File: config.mk
export PLATFORM = sky130hd
export DESIGN_NAME = bsd_div
export DESIGN_NICKNAME = d
export VERILOG_FILES = /design/src/design/bsd_pkg.sv /design/src/design/bsd_div.sv
export SDC_FILE = /design/constraint.sdc
export NUM_CORES = 1
export LEC_CHECK = 0
export ABC_CLOCK_PERIOD_IN_PS = 2750
export BUFFER_PORTS_ARGS = -buffer_cell sky130_fd_sc_hd__clkbuf_2
export CORE_ASPECT_RATIO = 0.5
export CORE_MARGIN = 2
export CORE_UTILIZATION = 46
export DETAILED_ROUTE_END_ITERATION = 10
export GPL_ROUTABILITY_DRIVEN = 0
export HOLD_SLACK_MARGIN = 0.12
export PLACE_DENSITY = 0.69
export SLEW_MARGIN = 40
export SYNTH_ARGS = -nofsm -noshare
export SYNTH_HDL_FRONTEND = slang
export SYNTH_SLANG_ARGS = --single-unit
File: constraint.sdc
create_clock -name clk -period 2.75 [get_ports clk]
set_input_delay 0.275 -clock clk [delete_from_list [all_inputs] [get_ports clk]]
set_output_delay 0.275 -clock clk [all_outputs]
set_load 0.05 [all_outputs]
File: src/design/bsd_pkg.sv
// shared types, constants and bayer slot tables for the demosaic block
package bsd_pkg;

  localparam int MAX_WIDTH_DEF  = 4096;
  localparam int MAX_HEIGHT_DEF = 4096;

  localparam int DIM_W   = 13;
  localparam int RAW_W   = 16;
  localparam int PIX_W   = 8;
  localparam int POS_W   = 12;
  localparam int CFG_AW  = 3;
  localparam int NUM_W   = 20;
  localparam int DEN_W   = 12;
  localparam int QDEPTH  = 4;

  localparam logic [CFG_AW-1:0] REG_FRAME_WIDTH   = 3'd0;
  localparam logic [CFG_AW-1:0] REG_FRAME_HEIGHT  = 3'd1;
  localparam logic [CFG_AW-1:0] REG_BAYER_PATTERN = 3'd2;
  localparam logic [CFG_AW-1:0] REG_SAMPLE_FORMAT = 3'd3;
  localparam logic [CFG_AW-1:0] REG_STRETCH_LOW   = 3'd4;
  localparam logic [CFG_AW-1:0] REG_STRETCH_HIGH  = 3'd5;

  localparam logic [1:0] KIND_FOUR   = 2'd0;
  localparam logic [1:0] KIND_PAIR_V = 2'd1;
  localparam logic [1:0] KIND_PAIR_H = 2'd2;
  localparam logic [1:0] KIND_ONE    = 2'd3;

  typedef struct packed {
    logic [DIM_W-1:0] frame_width;
    logic [DIM_W-1:0] frame_height;
    logic [1:0]       bayer_pattern;
    logic             sample_format;
    logic [PIX_W-1:0] stretch_low;
    logic [PIX_W-1:0] stretch_high;
  } cfg_t;

  typedef struct packed {
    logic [PIX_W-1:0] red;
    logic [PIX_W-1:0] green;
    logic [PIX_W-1:0] blue;
    logic [POS_W-1:0] col;
    logic [POS_W-1:0] row;
    logic [1:0]       kind;
    logic             frame_end;
  } job_t;

  function automatic logic [1:0] red_slot(input logic [1:0] p);
    logic [1:0] s;
    case (p)
      2'd0:    s = 2'd1;
      2'd1:    s = 2'd0;
      2'd2:    s = 2'd2;
      default: s = 2'd3;
    endcase
    return s;
  endfunction

  function automatic logic [1:0] grn1_slot(input logic [1:0] p);
    return p[0] ? 2'd1 : 2'd0;
  endfunction

  function automatic logic [1:0] grn2_slot(input logic [1:0] p);
    return p[0] ? 2'd2 : 2'd3;
  endfunction

  function automatic logic [1:0] blu_slot(input logic [1:0] p);
    logic [1:0] s;
    case (p)
      2'd0:    s = 2'd2;
      2'd1:    s = 2'd3;
      2'd2:    s = 2'd1;
      default: s = 2'd0;
    endcase
    return s;
  endfunction

endpackage

File: src/design/bsd_div.sv
// restoring divider, one quotient bit per cycle
module bsd_div
  import bsd_pkg::*;
(
  input  logic             clk,
  input  logic             rst_n,
  input  logic             start,
  input  logic [NUM_W-1:0] num,
  input  logic [DEN_W-1:0] den,
  output logic             done,
  output logic [NUM_W-1:0] quo
);

  localparam int CNT_W = $clog2(NUM_W);

  logic             busy_r, busy_nxt;
  logic             done_r, done_nxt;
  logic [CNT_W-1:0] cnt_r, cnt_nxt;
  logic [NUM_W-1:0] n_r, n_nxt;
  logic [DEN_W-1:0] rem_r, rem_nxt;
  logic [DEN_W-1:0] den_r, den_nxt;
  logic [DEN_W:0]   rem_sh;
  logic             ge;

  assign rem_sh = {rem_r, n_r[NUM_W-1]};
  assign ge     = rem_sh >= {1'b0, den_r};

  always_comb begin
    busy_nxt = busy_r;
    done_nxt = 1'b0;
    cnt_nxt  = cnt_r;
    n_nxt    = n_r;
    rem_nxt  = rem_r;
    den_nxt  = den_r;
    if (start) begin
      busy_nxt = 1'b1;
      cnt_nxt  = CNT_W'(NUM_W - 1);
      n_nxt    = num;
      rem_nxt  = '0;
      den_nxt  = den;
    end else if (busy_r) begin
      rem_nxt = ge ? DEN_W'(rem_sh - {1'b0, den_r}) : rem_sh[DEN_W-1:0];
      n_nxt   = {n_r[NUM_W-2:0], ge};
      if (cnt_r == '0) begin
        busy_nxt = 1'b0;
        done_nxt = 1'b1;
      end else begin
        cnt_nxt = cnt_r - 1'b1;
      end
    end
  end

  always_ff @(posedge clk) begin
    if (!rst_n) begin
      busy_r <= 1'b0;
      done_r <= 1'b0;
    end else begin
      busy_r <= busy_nxt;
      done_r <= done_nxt;
    end
    cnt_r <= cnt_nxt;
    n_r   <= n_nxt;
    rem_r <= rem_nxt;
    den_r <= den_nxt;
  end

  assign done = done_r;
  assign quo  = n_r;

endmodule

[After elaboration in Yosys (flattened, before gate mapping)]
Index checks and enable logic that the tools add are counted.
Storage, ports and cells
  register bits after elaboration: 51
  input bits: 35
  word-level logic and storage cells: 23
Cells by class
  add/subtract/negate cells: 2
  order comparisons: 1
  multiplexer cells: 7
  bitwise logic cells: 3
  reduce and logical (&&, ||, !) cells: 4
Operators by type and width (count)
  20-bit 2-to-1 mux: 2
  13-bit by 12-bit >= comparator with 1-bit output: 1
  12-bit 2-to-1 mux: 1
  12-bit subtractor: 1
  5-bit zero test: 1
  5-bit by 1-bit subtractor with 5-bit output (second input constant): 1
  1-bit 2-to-1 mux: 4
  1-bit NOT: 3
  3-bit OR reduction: 1
  2-bit AND reduction: 1
  2-bit nonzero test: 1

[Depth between registers and ports, before layout]
  depth after elaboration: 4
  gate-level depth with buffers: 9
  depth with buffers taken out: 9

[Worst setup path before layout]
OpenSTA, ideal clock, no wires.
  path type: reg-to-reg
  start: register n_r[19] (netlist: quo[19])
  end: register rem_r[10]
  library setup time: 116 ps
  data arrival time: 2248 ps
  required time: 2634 ps
  setup slack: 386 ps
  cell stages (with the launch flop): 9
  period minus slack after synthesis: 2364 ps
  cells stage by stage: edfxtp_1 inv_1 ha_1 fa_1 nand2b_1 a21oi_1 o311a_1 o311ai_0 a31o_2
Between the ends
  longest elaborated chain between the ends: 2
  elaborated cells between the ends (all ways): 3
  classes of those cells: 1 x add/sub; 1 x order compare; 1 x mux
RTL lines
  from (decl): RTL line bsd_div.sv:19  | logic [NUM_W-1:0] n_r, n_nxt;
  from (signal assigned): RTL line bsd_div.sv:62  | n_r <= n_nxt;
  12-bit subtractor / 13-bit by 12-bit >= comparator with 1-bit output (equally long branches): RTL line bsd_div.sv:42, bsd_div.sv:26
  12-bit 2-to-1 mux *: RTL line bsd_div.sv:42  | rem_nxt = ge ? DEN_W'(rem_sh - {1'b0, den_r}) : rem_sh[DEN_W-1:0];
  to (signal assigned): RTL line bsd_div.sv:63  | rem_r <= rem_nxt;
  to (decl): RTL line bsd_div.sv:20  | logic [DEN_W-1:0] rem_r, rem_nxt;
Every way passes the cells marked *; elsewhere a longest branch is shown, timed or not.
A chain may end at the register's enable or synchronous reset.

[Final worst setup path]
  start: register den_r[7]
  end: register rem_r[0]
Between the ends
  longest elaborated chain between the ends: 2
RTL lines
  from (decl): RTL line bsd_div.sv:21  | logic [DEN_W-1:0] den_r, den_nxt;
  from (signal assigned): RTL line bsd_div.sv:64  | den_r <= den_nxt;
  13-bit by 12-bit >= comparator with 1-bit output: RTL line bsd_div.sv:26  | assign ge = rem_sh >= {1'b0, den_r};
  12-bit 2-to-1 mux: RTL line bsd_div.sv:42
Every way passes these cells.

==> results.cfg <==
[status]
outcome = finished clean

[global_routing]
grt_usage_pct = 17.36
grt_pass1_vias = 1910
grt_max_degree = 27
overflow = 0
grt_pass1_wl_um = 8894
antenna_found_initial = 0

[clock_tree]
clockBufferDepth = 2
cts_inserted_buffers = 5
postCtsHoldBufs = 0
cts-htree-levels = 2
cts-root-buf = clkbuf_16
clkSinkCount = 51
postCtsSetupRepairBufs = 0
clkLatencyLatePin_ps = 300
cts_tree = done
ctsResizeCount = 0
cts.clk_slew.worst_paths_ps = 70

[worst_hold_path]
min_path_type = input port to flop
min_delay_path_depth = 1
whs_endpoint = den_r[8]$_DFFE_PP_
min_from = den[8]

[routing]
routedWlPerCell_um = 14.01
routed_via_density = 5.270
routed_wl_um = 5182
drc = 0
drtPass1Iterations = 4
first_iter_violations = 39
antenna_left = 0
num_vias = 1950

[sta]
period_share_pct = 81.99
slew-limit-headroom_pct = 62.74
fin_ws_ps = 495.3
hold_violations = 0
clock.fmax_ghz = 0.4435
rsz0062_at_grt = false
slew_violations = 0
hold_slack_ps = 147.0
finalSetupTns_ps = 0
worst_slew_pin_slew_ps = 554.2
finalCriticalPeriod_ps = 2255
setup_viol = 0
clock_skew_ps = 5.622

[floorplan]
die_w_um = 112.9
core-area_sq_mm = 0.005610
initial_core_util_pct = 48.64
row_count = 19
dieHeight_um = 58.46
ios = 56
dieArea_sq_mm = 0.006602

[setup_path]
reg2reg_depth = 8
crit_required_ps = 2980
crit_family = compound AO/OA/AOI/OAI gates
worst-setup-path-type = flop to flop
cp_slowest_cell = nor2_4
regToRegEndpoint = rem_r[0]$_SDFFE_PP0P_
r2r-start = den_r[7]$_DFFE_PP_
cp.arrival_ps = 2480
cp_cell_sequence = inv_1 > ha_1 > nand4_1 > a211oi_2 > a21oi_2 > nor2_4 > mux2_4 > a211oi_2
end_kind = flop
r2r_slack_ps = 500
cpPeakStageDelay_ps = 370
start_kind = flop
crit_buf_inv = 1
crit_top_cell = a211oi_2
critPathMaxFanout = 14

[synthesis]
syn_nets = 286
synth_top_area_cell = edfxtp_1
synthDistinctLibCells = 51
yosys_register_bits = 51
synth-async-reset-ratio_pct = 0
yosysMostFrequentCell = edfxtp_1
synth_warnings = 0
synth-seq-area-share_pct = 49.15
synthTopCellsByArea = edfxtp_1 (35%), dfxtp_1 (14%), mux2_2 (8.3%)
synth_edf_count = 32
synthFlopType = edfxtp_1
synth_area_sq_mm = 0.002729
syn_avg_cell_area_sq_um = 11.51
yosys-top-cells-count = edfxtp_1 (32), mux2_2 (20), dfxtp_1 (19), inv_1 (19)
synthCells = 237
netlist.area_leader.share_pct = 35.21

[place]
placedCellCount = 362
dp_hpwl_um = 3790
port_buffers = 55
place_ws_ps = 519.2
placedInstanceArea_sq_mm = 0.003053

[cells_and_area]
diodes = 0
fin_area_sq_mm = 0.003203
drive_gt1_share_pct = 33.33
syn2layout_area_growth_pct = 17.38
final_nets = 345
stdcell_count = 370
finish.utilization_pct = 57.09

[power]
power.total_mw = 2.021
p_per_area_mw_per_mm2 = 630.9
peakVddDrop_v = 0.0003493
leakagePower_nw = 1.369

[run]
cap_violations = 0
==> worst max-delay path by stage <==
stage	start	end	depth (start not counted)
final	den_r[7]$_DFFE_PP_	rem_r[0]$_SDFFE_PP0P_	8
after global placement	den_r[6]$_DFFE_PP_	rem_r[0]$_SDFFE_PP0P_	8
after detailed placement	den_r[4]$_DFFE_PP_	rem_r[0]$_SDFFE_PP0P_	8
after global routing	den_r[7]$_DFFE_PP_	rem_r[0]$_SDFFE_PP0P_	8
after CTS	den_r[7]$_DFFE_PP_	rem_r[0]$_SDFFE_PP0P_	8
after floorplan	quo[19]$_DFFE_PP_	rem_r[10]$_SDFFE_PP0P_	8
==> cell usage in the layout, fill, tap and decap left out, types with 2 or more instances in the layout <==
| cell | count |
|---|---|
| a311oi_1 | 2 |
| dfxtp_1 | 19 |
| a21oi_1 | 11 |
| mux2_2 | 20 |
| clkbuf_2 | 55 |
| nor2_1 | 15 |
| nand2b_1 | 3 |
| or2_2 | 2 |
| inv_1 | 19 |
| a211oi_1 | 4 |
| o31ai_1 | 2 |
| and3_1 | 2 |
| inv_6 | 2 |
| nor3b_1 | 4 |
| nor2b_1 | 5 |
| o21a_1 | 4 |
| xnor2_1 | 3 |
| nand3_1 | 2 |
| edfxtp_1 | 32 |
| ha_1 | 13 |
| mux2i_1 | 8 |
| nor3_1 | 2 |
| a211oi_2 | 3 |
| clkbuf_16 | 5 |
| o22ai_1 | 2 |
| a21oi_2 | 2 |
| buf_4 | 4 |
| a21o_1 | 2 |
| xor2_1 | 6 |
| o21ai_0 | 8 |
| nand2_1 | 15 |
==> state kept, by name, indices dropped and copies added, names as in the netlist <==
name / cells
done: 1
quo: 20
cnt_r: 5
rem_r: 12
den_r: 12
busy_r: 1
==> area by class of cell <==
class                   instances  area, sq um
clock buffers                   5        125.1
flip-flops and latches         51         1341
fillers                       491         2407
inverters                      19        71.32
clock inverters                 3        25.02
well taps                      73        91.34
multi-input cells             160         1244
repair buffers                 59        305.3
==> per-layer routing <==
layer  up-vias  part of all wire (%)  track usage, %
met5         -                     0               0
li1        985                     -               -
met2        52                    44           26.42
met4         0                   1.6           6.446
met3         8                   6.3           5.046
met1       905                    48           23.96
==> worst reg2reg max path, cell delays in order (launching register included) <==
cell and delay (ps):
edfxtp_1 330, inv_1 40, ha_1 350, nand4_1 180
a211oi_2 250, a21oi_2 120, nor2_4 370, mux2_4 350
a211oi_2 200
==> kinds of logic after synthesis <==
kind of cell / share of synthesized area (%)
AO/OA/AOI/OAI: 13.80
adder cells (fa/ha/maj): 6.694
flip-flops: 49.15
multiplexers: 11.74
AND/OR/NAND/NOR: 10.45
buffers and inverters: 5.273
XOR/XNOR: 2.889
==> report_power, final <==
group	total, mW	internal, mW	switching, mW
logic	0.456	0.169	0.288
registers	0.920	0.885	0.0350
clock network	0.645	0.344	0.301
total	2.02	1.40	0.623
Power figures use the tool's default switching activity.
