## src/design/bsd_pkg.sv

```systemverilog
// shared types, constants and bayer slot tables for the demosaic block
package bsd_pkg;

  localparam int MAX_WIDTH_DEF  = 4096;
  localparam int MAX_HEIGHT_DEF = 4096;

  localparam int DIM_W   = 13;
  localparam int RAW_W   = 16;
  localparam int PIX_W   = 8;
  localparam int POS_W   = 12;
  localparam int CFG_AW  = 3;
  localparam int NUM_W   = 20;
  localparam int DEN_W   = 12;
  localparam int QDEPTH  = 4;

  localparam logic [CFG_AW-1:0] REG_FRAME_WIDTH   = 3'd0;
  localparam logic [CFG_AW-1:0] REG_FRAME_HEIGHT  = 3'd1;
  localparam logic [CFG_AW-1:0] REG_BAYER_PATTERN = 3'd2;
  localparam logic [CFG_AW-1:0] REG_SAMPLE_FORMAT = 3'd3;
  localparam logic [CFG_AW-1:0] REG_STRETCH_LOW   = 3'd4;
  localparam logic [CFG_AW-1:0] REG_STRETCH_HIGH  = 3'd5;

  localparam logic [1:0] KIND_FOUR   = 2'd0;
  localparam logic [1:0] KIND_PAIR_V = 2'd1;
  localparam logic [1:0] KIND_PAIR_H = 2'd2;
  localparam logic [1:0] KIND_ONE    = 2'd3;

  typedef struct packed {
    logic [DIM_W-1:0] frame_width;
    logic [DIM_W-1:0] frame_height;
    logic [1:0]       bayer_pattern;
    logic             sample_format;
    logic [PIX_W-1:0] stretch_low;
    logic [PIX_W-1:0] stretch_high;
  } cfg_t;

  typedef struct packed {
    logic [PIX_W-1:0] red;
    logic [PIX_W-1:0] green;
    logic [PIX_W-1:0] blue;
    logic [POS_W-1:0] col;
    logic [POS_W-1:0] row;
    logic [1:0]       kind;
    logic             frame_end;
  } job_t;

  function automatic logic [1:0] red_slot(input logic [1:0] p);
    logic [1:0] s;
    case (p)
      2'd0:    s = 2'd1;
      2'd1:    s = 2'd0;
      2'd2:    s = 2'd2;
      default: s = 2'd3;
    endcase
    return s;
  endfunction

  function automatic logic [1:0] grn1_slot(input logic [1:0] p);
    return p[0] ? 2'd1 : 2'd0;
  endfunction

  function automatic logic [1:0] grn2_slot(input logic [1:0] p);
    return p[0] ? 2'd2 : 2'd3;
  endfunction

  function automatic logic [1:0] blu_slot(input logic [1:0] p);
    logic [1:0] s;
    case (p)
      2'd0:    s = 2'd2;
      2'd1:    s = 2'd3;
      2'd2:    s = 2'd1;
      default: s = 2'd0;
    endcase
    return s;
  endfunction

endpackage

```

## src/design/bsd_queue.sv

```systemverilog
// short job queue between front and back
module bsd_queue
  import bsd_pkg::*;
(
  input  logic clk,
  input  logic rst_n,
  input  logic push_valid,
  output logic push_ready,
  input  job_t push_job,
  output logic pop_valid,
  input  logic pop_ready,
  output job_t pop_job
);

  localparam int AW = $clog2(QDEPTH);

  job_t          slots [QDEPTH];
  logic [AW-1:0] wp_r, wp_nxt;
  logic [AW-1:0] rp_r, rp_nxt;
  logic [AW:0]   cnt_r, cnt_nxt;
  logic          do_push, do_pop;

  assign push_ready = (cnt_r != (AW+1)'(QDEPTH));
  assign pop_valid  = (cnt_r != '0);
  assign pop_job    = slots[rp_r];
  assign do_push    = push_valid && push_ready;
  assign do_pop     = pop_valid && pop_ready;

  always_comb begin
    wp_nxt  = do_push ? AW'(wp_r + 1'b1) : wp_r;
    rp_nxt  = do_pop ? AW'(rp_r + 1'b1) : rp_r;
    cnt_nxt = cnt_r + (AW+1)'(do_push) - (AW+1)'(do_pop);
  end

  always_ff @(posedge clk) begin
    if (!rst_n) begin
      wp_r  <= '0;
      rp_r  <= '0;
      cnt_r <= '0;
    end else begin
      wp_r  <= wp_nxt;
      rp_r  <= rp_nxt;
      cnt_r <= cnt_nxt;
    end
    if (do_push) begin
      slots[wp_r] <= push_job;
    end
  end

endmodule

```

## config.mk

```make
export PLATFORM = sky130hd
export DESIGN_NAME = bsd_queue
export DESIGN_NICKNAME = d
export VERILOG_FILES = /design/src/design/bsd_pkg.sv /design/src/design/bsd_queue.sv
export SDC_FILE = /design/constraint.sdc
export NUM_CORES = 1
export LEC_CHECK = 0
export ABC_AREA = 0
export BUFFER_PORTS_ARGS = -buffer_cell sky130_fd_sc_hd__buf_2
export CAP_MARGIN = 20
export CORE_UTILIZATION = 30
export CTS_CLUSTER_DIAMETER = 50
export CTS_CLUSTER_SIZE = 30
export DETAILED_ROUTE_END_ITERATION = 16
export PLACE_DENSITY_LB_ADDON = 0.08
export SYNTH_ARGS = -nofsm -noshare
export SYNTH_HDL_FRONTEND = slang
export SYNTH_SLANG_ARGS = --single-unit
```

## constraint.sdc

```tcl
create_clock -name clk -period 7.1 [get_ports clk]
set_input_delay 0.355 -clock clk [delete_from_list [all_inputs] [get_ports clk]]
set_output_delay 0.355 -clock clk [all_outputs]
set_load 0.005 [all_outputs]
```

Word level (Yosys, flattened, before mapping):

Memory sizes are Yosys's and may differ from the RTL's. A register that Yosys moved wholly into a read port is not among the register bits.
Cells that the tools add are included.

* divide/modulo/power cells: 0
* mux-type cells: 4
* multiply operators: 0
* $add $sub $neg: 4
* shifts and indexed selects: 0
* equality and inequality tests: 1
* bitwise gates (word level): 0
* reductions and logical operators: 3
* magnitude comparators: 0

Operators by type and width (number)
* adder 2 x 1 -> 2 bit, second input constant: 2
* 2-to-1 mux 2 bit: 2
* adder 3 x 1 -> 3 bit: 1
* != test 3 bit, second input constant: 1
* nonzero test 3 bit: 1
* subtractor 3 x 1 -> 3 bit: 1
* logical AND 1 bit: 2
* 2-to-1 mux 1 bit: 2

* memories: 1
* bits in read-only memories: 0
* latch bits: 0
* logic and storage cells: 16
* bits of input ports: 55
* output and inout bits: 53
* memory bits (writable): 204
* register bits after elaboration: 7

Memories
* slots: words 4, bits a word 51, rd ports 1, clocked after Yosys merged registers in 1, write ports 1, RTL line bsd_queue.sv:17 `job_t slots [QDEPTH];`

Depth between registers and ports, before layout:

Gate-level depths: netlist of run 1.

* depth in word-level cells: 4
* depth in mapped cells: 11
* depth with buffers taken out: 11

Worst setup path before layout of run 1:

Ideal clock, no wire load.

* kind: reg2reg
* start: register cnt_r[1]
* end: memory slots[0][0] (netlist bit) (enable)
* setup time: 414 ps
* clock period less this slack: 2453 ps
* path slack: 4647 ps
* required time: 6686 ps
* data arrival time: 2039 ps
* cell stages (with the launch flop): 4
* buffers on the path: 0
* cell sequence: dfxtp_1 > nor2_1 > a21boi_2 > and2_1

* word-level cells in the longest chain between the ends: 4

RTL lines
* start, declared: RTL line bsd_queue.sv:20 `logic [AW:0] cnt_r, cnt_nxt;`
* start signal, assigned: RTL line bsd_queue.sv:43 `cnt_r <= cnt_nxt;`
* != test 3 bit: RTL line bsd_queue.sv:23 `assign push_ready = (cnt_r != (AW+1)'(QDEPTH));`
* logical AND 1 bit: RTL line bsd_queue.sv:26 `assign do_push = push_valid && push_ready;`
* 2-to-1 mux 1 bit: RTL line bsd_queue.sv:45 `if (do_push) begin`
* 2-to-1 mux 1 bit (implied by the code): RTL line bsd_queue.sv:46 `slots[wp_r] <= push_job;`
* end, declared: RTL line bsd_queue.sv:17

No other way between the ends.

==> results summary, run 1 <==
The final layout contains 500 nets. The areal power density over the cells came out at 371 nW/um^2. Hold repair after CTS inserted 0 buffers.

The clock transition at the register clock pins on the worst setup and hold paths after CTS came out at approximately 0.070 ns. The repair_antennas step left the layout with diodes totalling 0. The core utilization of the finished layout is 0.377. The first detailed-routing pass took 6 iterations. The upper clock frequency limit is approximately 340 MHz. The largest area contributor in the synthesized netlist is sky130_fd_sc_hd__edfxtp_1. Among all stages on the critical path, the largest delay is contributed by sky130_fd_sc_hd__buf_4. The setup TNS came out at 0 ns. The post-route DRC violation count is 0. The required time at the worst-slack endpoint came out at around 6.7 ns.

The clock tree root buffer cell is sky130_fd_sc_hd__clkbuf_16. The die width is between 150 and 200 um. Measured against its own limit, the worst slew margin works out to 0.420. The largest net degree at the start of global routing came out at 52. The filler cell count in the final layout came out at between 2000 and 2500. The worst hold path terminates at slots[1][42]. The clock sink total came out at about 210.

The leakage power total is ~3.2 nW. The cell internal power dissipation came out at ~0.0027 W. The part of the total power dissipated in the clock network is 0.373. The number of primary I/O pins came out at between 100 and 150. The worst setup path is captured at a primary output. The startpoint identified for the worst hold timing path is push_job[42]. The number of buffers inserted to repair setup after CTS is 0. The number of distinct library cells after synthesis came out at 22. For this block, the routed nets add up to between 15000 and 20000 um of wire. In this run the deepest clock path goes through 3 buffers. The number of slew-limit violations in the final report is 0.

The via count of the first global-routing pass was around 3900. The maximum clock skew at final layout came out at around 0.019 ns. The maximum vdd ir drop is 0.000205 V. The share of the synthesized area in the top cell type is 0.776.

The number of cells on the worst reg-to-reg path is 11. The first global-routing pass estimated ~23000 um of wire. The element type at the critical path start is a flip-flop. The die outline area is 27000 sq um.

Among all cell types in the netlist, the one instantiated most often is sky130_fd_sc_hd__edfxtp_1. Setup repair after global routing left no endpoint under its margin. The highest fanout seen on the critical path came out at 35. The share of power burned in registers came out at 0.449. In the synthesized netlist the dominant register cell turns out to be sky130_fd_sc_hd__edfxtp_1. Setup violations remaining at the end of the flow were counted as 0.

The register-to-register path setup slack is 4.59 ns. The area taken by multi-input logic gates is 1430 sq um. For the pin with the worst max-slew slack, the measured transition is 0.871 ns.

The critical path arrival came out at 2.57 ns. The delay contributed by the slowest stage of the critical path is 0.69 ns. The die span in y came out at about 160 um. The number of H-tree levels is 1. The final count of hold timing violations was 0. TritonCTS built the clock tree. The signal on the critical path passes through buf_4 > mux4_1 > buf_2. Sorting the synthesized cells by how often they occur yields sky130_fd_sc_hd__edfxtp_1 (204), sky130_fd_sc_hd__mux4_2 (50), sky130_fd_sc_hd__dfxtp_1 (9), sky130_fd_sc_hd__and2_1 (7), sky130_fd_sc_hd__ha_1 (6). The overall global routing resource usage came out at 0.118. Counting flops with a built-in enable in the synthesized netlist gives about 200. The number of antenna-violating nets in the routed design is 0. The clock latency on the worst-skew pair came out at 0.51 ns. The placeable core area came out at about 25000 sq um. The depth of the worst hold-timing path came out at 1. The final weighted congestion of routability-driven global placement is around 0.66. The run finished with clean final reports. The count of routing violations after the opening detailed-route iteration came out at between 150 and 200. The critical path is of the flip-flop to primary output type. The final routed wire length divided by cell count is 19.6 um.

Of the total power, the share spent switching nets is 0.251. The share of synthesized flip-flops with an asynchronous set or reset is 0. The Yosys step of the flow raised 0 warnings. The number of gates resized after CTS came out at 0. The gate count after technology mapping is 315. The worst path in the final design needs a cycle of approximately 2.9 ns, including I/O delays and setup. The via count normalized by instance count came out at 4.45. In this run the mean area of a mapped cell was between 20 and 30 sq um.

The standard-cell row count came out at 58. The share of synthesized area occupied by flip-flops and latches came out at 0.799. In the post-synthesis netlist, the biggest area contributors are sky130_fd_sc_hd__edfxtp_1 (78%), sky130_fd_sc_hd__mux4_2 (14%), sky130_fd_sc_hd__dfxtp_1 (2.3%). The area growth from synthesis to layout is 21.6%. The flip-flop and latch count after synthesis came out at 213. The max-cap violation count is 0. Once detailed placement completed, the half-perimeter wirelength came to 8480 um. The net switching power of the design came out at about 0.00089 W. In this run the critical register-to-register path is captured at cnt_r[2]. Across the whole layout, storage elements account for ~6300 sq um. The fraction of layout cells with a size suffix above 1 came out at 0.456. The total number of vias came out at 3500. The power share of the combinational group is 0.179. When the netlist entered floorplanning its net count stood at between 300 and 400. The number of CTS-inserted buffers came out at 25. Dividing the final minimum period by the clock period gives 0.411. After global routing the overflow that remains totals 0. The initial antenna violation count came out at 2. In this run the critical register-to-register path is launched from cnt_r[1].

Port buffering added about 110 buffers. The path class of the lowest-slack min-delay path is input port to flip-flop. In this run the cell area of the synthesized design comes to 7890 sq um. The effective utilization at floorplan came out at 0.310.
==> power groups by stage <==
stage,sequential [W],clock [W],combinational [W]
after floorplan,0.00158,0,0.000474
after global placement,0.00162,0,0.000664
after detailed placement,0.00163,0,0.000666
after CTS,0.00160,0.00137,0.000668
after global routing,0.00162,0.00141,0.000706
final,0.00160,0.00133,0.000636
==> flip-flops by register name, indices dropped and copies added, names as in the netlist, named ones only <==
signal,count
cnt_r,3
rp_r,2
slots,204
wp_r,2
==> layout make-up <==
type | count | area share
Timing Repair Buffer | 109 | 0.0574
Clock inverter | 19 | 0.0252
Sequential cell | 213 | 0.658
Multi-Input combinational cell | 84 | 0.149
Tap cell | 330 | 0.0430
Inverter | 5 | 0.00196
Clock buffer | 26 | 0.0656
==> worst max-delay path by stage <==
stage / startpoint / end / slack [ns] / cells past startpoint
CTS: flip-flop / pop_job[34] / 4.03 / 3
global route: flip-flop / pop_job[47] / 3.95 / 3
floorplan: cnt_r[1] / slots[0][0] / 4.65 / 3
global placement: flip-flop / pop_job[34] / 4.57 / 3
detailed placement: flip-flop / pop_job[34] / 4.58 / 3
finish: flip-flop / pop_job[47] / 4.18 / 3
==> routing by layer <==
layer  global-route usage  vias up  wire [um]
met5                    0        -         23
met4               0.0400        4        311
met3               0.0336       27        954
met2                0.204       90       7890
met1                0.139     1806       6190
li1                     -     1573          -
==> layout by cell type (no fill, tap or decap), drive strengths merged <==
master,n
edfxtp,204
clkbuf,26
xnor2,4
nand2,5
clkinvlp,3
buf,109
a21boi,1
clkinv,6
o31a,1
and2,7
dfxtp,9
mux4,51
or3,1
o311ai,1
nor2,1
ha,6
bufinv,4
fa,1
nor2b,3
inv,11
mux2i,2
==> cell families after synthesis <==
| group | share of synthesized area |
|---|---|
| buf+inv | 0.0206 |
| fa+ha+maj | 0.0120 |
| simple gates | 0.0116 |
| compound gates | 0.00365 |
| mux | 0.149 |
| flops | 0.799 |
| xor+xnor | 0.00444 |
==> worst max-delay path: cells and delay by family (launching register included) <==
family | cells | cell delay [ns]
buffers and inverters | 2 | 0.83
muxes | 1 | 0.63
DFF | 1 | 0.57
==> stage by stage <==
stage | power [W] | area [sq um] | worst slack, ns | hold slack, ns | std cells
finish | 0.00356 | 9600 | 4.18 | 0.0577 | 786
global route | 0.00373 | 9600 | 3.95 | 0.0459 | 786
CTS | 0.00364 | 9600 | 4.03 | 0.0308 | 786
detailed placement | 0.00230 | 8730 | 4.58 | 0.499 | 741
global placement | 0.00229 | 8730 | 4.57 | 0.480 | 741
floorplan | 0.00206 | 7890 | 4.65 | 0.454 | 315
No activity file was read; power rests on OpenSTA's default activity.
==> run 2, diff against run 1 <==
--- a/config.mk
+++ b/config.mk
@@ -5,7 +5,7 @@
 export SDC_FILE = /design/constraint.sdc
 export NUM_CORES = 1
 export LEC_CHECK = 0
-export ABC_AREA = 0
+export ABC_AREA = 1
 export BUFFER_PORTS_ARGS = -buffer_cell sky130_fd_sc_hd__buf_2
 export CAP_MARGIN = 20
 export CORE_UTILIZATION = 30
==> constraint.sdc (replaced) <==
create_clock -name clk -period 2.9 [get_ports clk]
set_input_delay 0.145 -clock clk [delete_from_list [all_inputs] [get_ports clk]]
set_output_delay 0.145 -clock clk [all_outputs]
set_load 0.005 [all_outputs]
==> results summary, run 2 <==
The run finished, with violations left. The final reports fail on DRC. The power share of the combinational group came out at 0.203. The leakage power total came out at about 3.7 nW.

The switching share of power is 0.286. ~110 I/O pins were placed. The transition time at the pin with the least slew margin came out at roughly 0.75 ns. The die outline area came out at about 28000 sq um. The time the final worst path needs with I/O delays and setup came out at ~2.3 ns. The number of nets in the final layout is about 790. The via count normalized by instance count is 4.63.

The met3 usage is 0.0312. For this run, the register share of the synthesized area comes to 0.782. The ratio of final minimum period to clock period is 0.805. STA puts the critical path data required time at 3.30 ns. The net switching power of the design came out at about 0.0026 W.

The die width came out at 166 um. The element type at the critical path start is a flip-flop. Entering global routing, the biggest net connects 55 pins. The register with the most flip-flops in the layout has roughly 200 of them.

By startpoint and endpoint, the worst setup path is classified as flip-flop to flip-flop. The total number of vias came out at roughly 5000. The biggest area contributor in the post-synthesis netlist is sky130_fd_sc_hd__edfxtp_1. The global-route track usage on met2 is 0.235. Setup violations remaining at the end of the flow were counted as 0. Traced cell by cell, the critical path runs through nor2_1 > nand2_1 > nand2_1 > ha_1 > inv_1 > ha_1 > inv_1 > fa_1 > o21ai_0 > nor2_1.

In this run the mean area of a mapped cell was between 10 and 15 sq um. The share of power burned in registers is 0.425. The first-pass iteration count of the detailed router came out at 10. The clock tree root buffer cell is sky130_fd_sc_hd__clkbuf_16.

For this design, the sink count on the clock tree is about 210. The critical path arrival came out at around 2.7 ns. The initial antenna violation count is 2.

For this configuration, the core starts out at a cell density of 0.308. The cell internal power dissipation came out at approximately 0.0065 W. The fraction of the mapped netlist area in adder cells is 0.0118.

TritonCTS built the clock tree. The part of the total power dissipated in the clock network is 0.372. The register with the highest flop count is slots.

In the final layout, the registers with the most flip-flops are slots (204), cnt_r (3). The met1 track demand over resource in global routing came out at 0.169. The share of the synthesized area in compound gates (AO/OA/AOI/OAI) came out at 0.108.

The placeable core area is 26200 sq um. The clock latency on the worst-skew pair came out at ~0.52 ns. Leaving out fill and tap cells, the most frequent cell in the layout is sky130_fd_sc_hd__edfxtp_1. In the routed design, unresolved DRC markers number 7. The via count of the first global-routing pass came out at about 5100.

Of the total synthesized cell area, the portion taken by AND, OR, NAND and NOR gates is 0.0609. Broken down by cell family, the worst path's largest delay share belongs to adder cells. The xor/xnor cell area share of the yosys netlist came out at 0.

Ranked by instance count, the synthesized netlist is headed by sky130_fd_sc_hd__edfxtp_1 (204), sky130_fd_sc_hd__nor2_1 (114), sky130_fd_sc_hd__o21ai_1 (60), sky130_fd_sc_hd__o22ai_1 (51), sky130_fd_sc_hd__o21ai_0 (43). At the end of the flow the core is filled with cells to 0.397. In this run the cell area of the synthesized design comes to 8070 sq um. Yosys instantiated no cell more often than sky130_fd_sc_hd__edfxtp_1. The floorplan has just under 60 rows. The non-filler instance count after layout is ~1100.

The number of CTS-inserted buffers is 25. Across every metal layer, demand over resource in global routing totals 0.136. The dominant register cell in the synthesized netlist is sky130_fd_sc_hd__edfxtp_1. The gate count after technology mapping is approximately 560. The final routed wire length divided by cell count is around 17 um. The path class of the lowest-slack min-delay path is input port to flip-flop.

The number of H-tree levels is 1. The first routing iteration left roughly 270 violations. The worst-case IR drop observed on VDD is 0.000412 V. In this run the worst path has a maximum fanout of 6. The number of buffer cells added on primary ports came out at 107. The longest clock path from root to sink contains 3 buffers. The number of antenna-violating nets in the routed design came out at 0.

The cell total after placement is 979. The first global-routing pass estimated a little under 30000 um of wire. The routed design has 18700 um of wire. The worst setup path is captured at a flip-flop. In the layout the commonest cells are sky130_fd_sc_hd__edfxtp_1 (204), sky130_fd_sc_hd__nor2_1 (110), sky130_fd_sc_hd__buf_2 (107).

The estimated wirelength of the detail-placed design is between 10000 and 15000 um. The final weighted congestion of routability-driven global placement came out at slightly below 0.7. The total congestion overflow after global routing is 0. The share of the synthesized area in the top cell type came out at 0.759. The busiest layer in global routing is met2. Setup repair after global routing left no endpoint under its margin. The areal power density over the cells came out at 874 nW/um^2.

The number of synthesized flops with an enable pin came out at between 200 and 250. When the netlist entered floorplanning its net count stood at between 600 and 700. The clock transition at the register clock pins on the worst setup and hold paths after CTS is approximately 0.07 ns.

The final count of hold timing violations is 0. The delay contributed by the slowest stage of the critical path is around 0.37 ns. The fraction of layout cells with a size suffix above 1 came out at 0.228. Together, buffers and inverters on the worst path number 2. Of the post-synthesis cell area, the part taken by muxes is 0.

The maximum clock skew at final layout came out at between 0.02 and 0.025 ns. The setup TNS is 0 ns. The die span in y is about 170 um. The largest family of logic cells by synthesized area is compound AO/OA/AOI/OAI gates. The remaining max-slew budget at the tightest pin came out at 0.501. The number of distinct library cells after synthesis is 19. The share of synthesized flip-flops with an asynchronous set or reset came out at 0. Sorting the synthesized cells by area gives the leading types as sky130_fd_sc_hd__edfxtp_1 (76%), sky130_fd_sc_hd__nor2_1 (5.3%), sky130_fd_sc_hd__o22ai_1 (4.0%).

Across the run, the number of max-cap violations was 0. After synthesis the netlist holds a flip-flop and latch count of 213. The upper clock frequency limit came out at 428 MHz. The number of slew-limit violations in the final report came out at 0. The total of warnings raised by yosys is 0. The area growth from synthesis to layout is 28.9%. The slowest stage of the critical path is the sky130_fd_sc_hd__fa_1 cell. The filler cell count in the final layout came out at approximately 2500.
[run 2: cell count changes after synthesis, moves of 4 or more]
cell,delta
sky130_fd_sc_hd__xnor2_1,-4
sky130_fd_sc_hd__inv_1,+9
sky130_fd_sc_hd__o22ai_1,+51
sky130_fd_sc_hd__buf_4,+5
sky130_fd_sc_hd__nand2_1,+8
sky130_fd_sc_hd__and2_1,-7
sky130_fd_sc_hd__buf_12,-5
sky130_fd_sc_hd__o21ai_0,+43
sky130_fd_sc_hd__clkbuf_1,+5
sky130_fd_sc_hd__a21oi_1,+4
sky130_fd_sc_hd__o21ai_1,+60
sky130_fd_sc_hd__nor2_1,+113
sky130_fd_sc_hd__buf_6,+12
sky130_fd_sc_hd__mux4_2,-50
[run 2: path summary, 6_finish.rpt]
kind                  end          from  cells after the start  slack, ns
max              cnt_r[2]      cnt_r[1]                     10       0.56
min          slots[0][50]  push_job[50]                      2       0.37
max reg2reg      cnt_r[2]      cnt_r[1]                     10       0.56
min reg2reg     flip-flop       rp_r[0]                      2       0.47
[run 2: metal layers]
| metal | up-vias | wire [um] |
|---|---|---|
| li1 | 2416 | - |
| met1 | 2470 | 8210 |
| met2 | 99 | 9390 |
| met3 | 17 | 842 |
| met4 | 2 | 252 |
| met5 | - | 13 |
[run 2: logic make-up (layout without fill, tap and decap cells)]
family	Yosys count	count (layout)
other cells	0	1
flops	213	213
buf+inv	48	234
simple gates	130	130
fa+ha+maj	7	7
compound gates	160	160
[run 2: per-stage QoR]
step / hold WS [ns] / worst slack [ns] / area, sq um / power, W
after global placement: 0.358 / 0.674 / 8950 / 0.00573
after floorplan: 0.243 / -0.456 / 8070 / 0.00501
after detailed placement: 0.364 / 0.584 / 8950 / 0.00577
after CTS: 0.350 / 0.535 / 10400 / 0.00924
final: 0.370 / 0.564 / 10400 / 0.00909
after global routing: 0.360 / 0.323 / 10400 / 0.00955
[run 2: power by group through the flow]
| stage | clock network [W] | registers [W] | logic, W |
|---|---|---|---|
| 5_1_grt | 0.00359 | 0.00389 | 0.00207 |
| 3_3_place_gp | 0 | 0.00392 | 0.00181 |
| 4_1_cts | 0.00347 | 0.00386 | 0.00190 |
| 6_report | 0.00338 | 0.00386 | 0.00184 |
| 2_1_floorplan | 0 | 0.00391 | 0.00111 |
| 3_5_place_dp | 0 | 0.00393 | 0.00184 |
[run 2: cell type report]
| class | count | area (sq um) | share of cell area |
|---|---|---|---|
| Inverter | 16 | 61.3 | 0.00590 |
| Clock inverter | 19 | 277 | 0.0266 |
| Multi-Input combinational cell | 297 | 1490 | 0.143 |
| Clock buffer | 27 | 633 | 0.0609 |
| Timing Repair Buffer | 172 | 1210 | 0.116 |
| Sequential cell | 213 | 6310 | 0.607 |
| Antenna cell | 1 | 2.50 | 0.000241 |
| Tap cell | 335 | 419 | 0.0403 |
[run 2: repair_timing]
action / 4_1_cts / 5_1_grt
hold endpoints to repair: 213 / 0
buffers inserted: 0 / 0
gates resized for setup: 0 / 0
hold buffers: 54 / 0
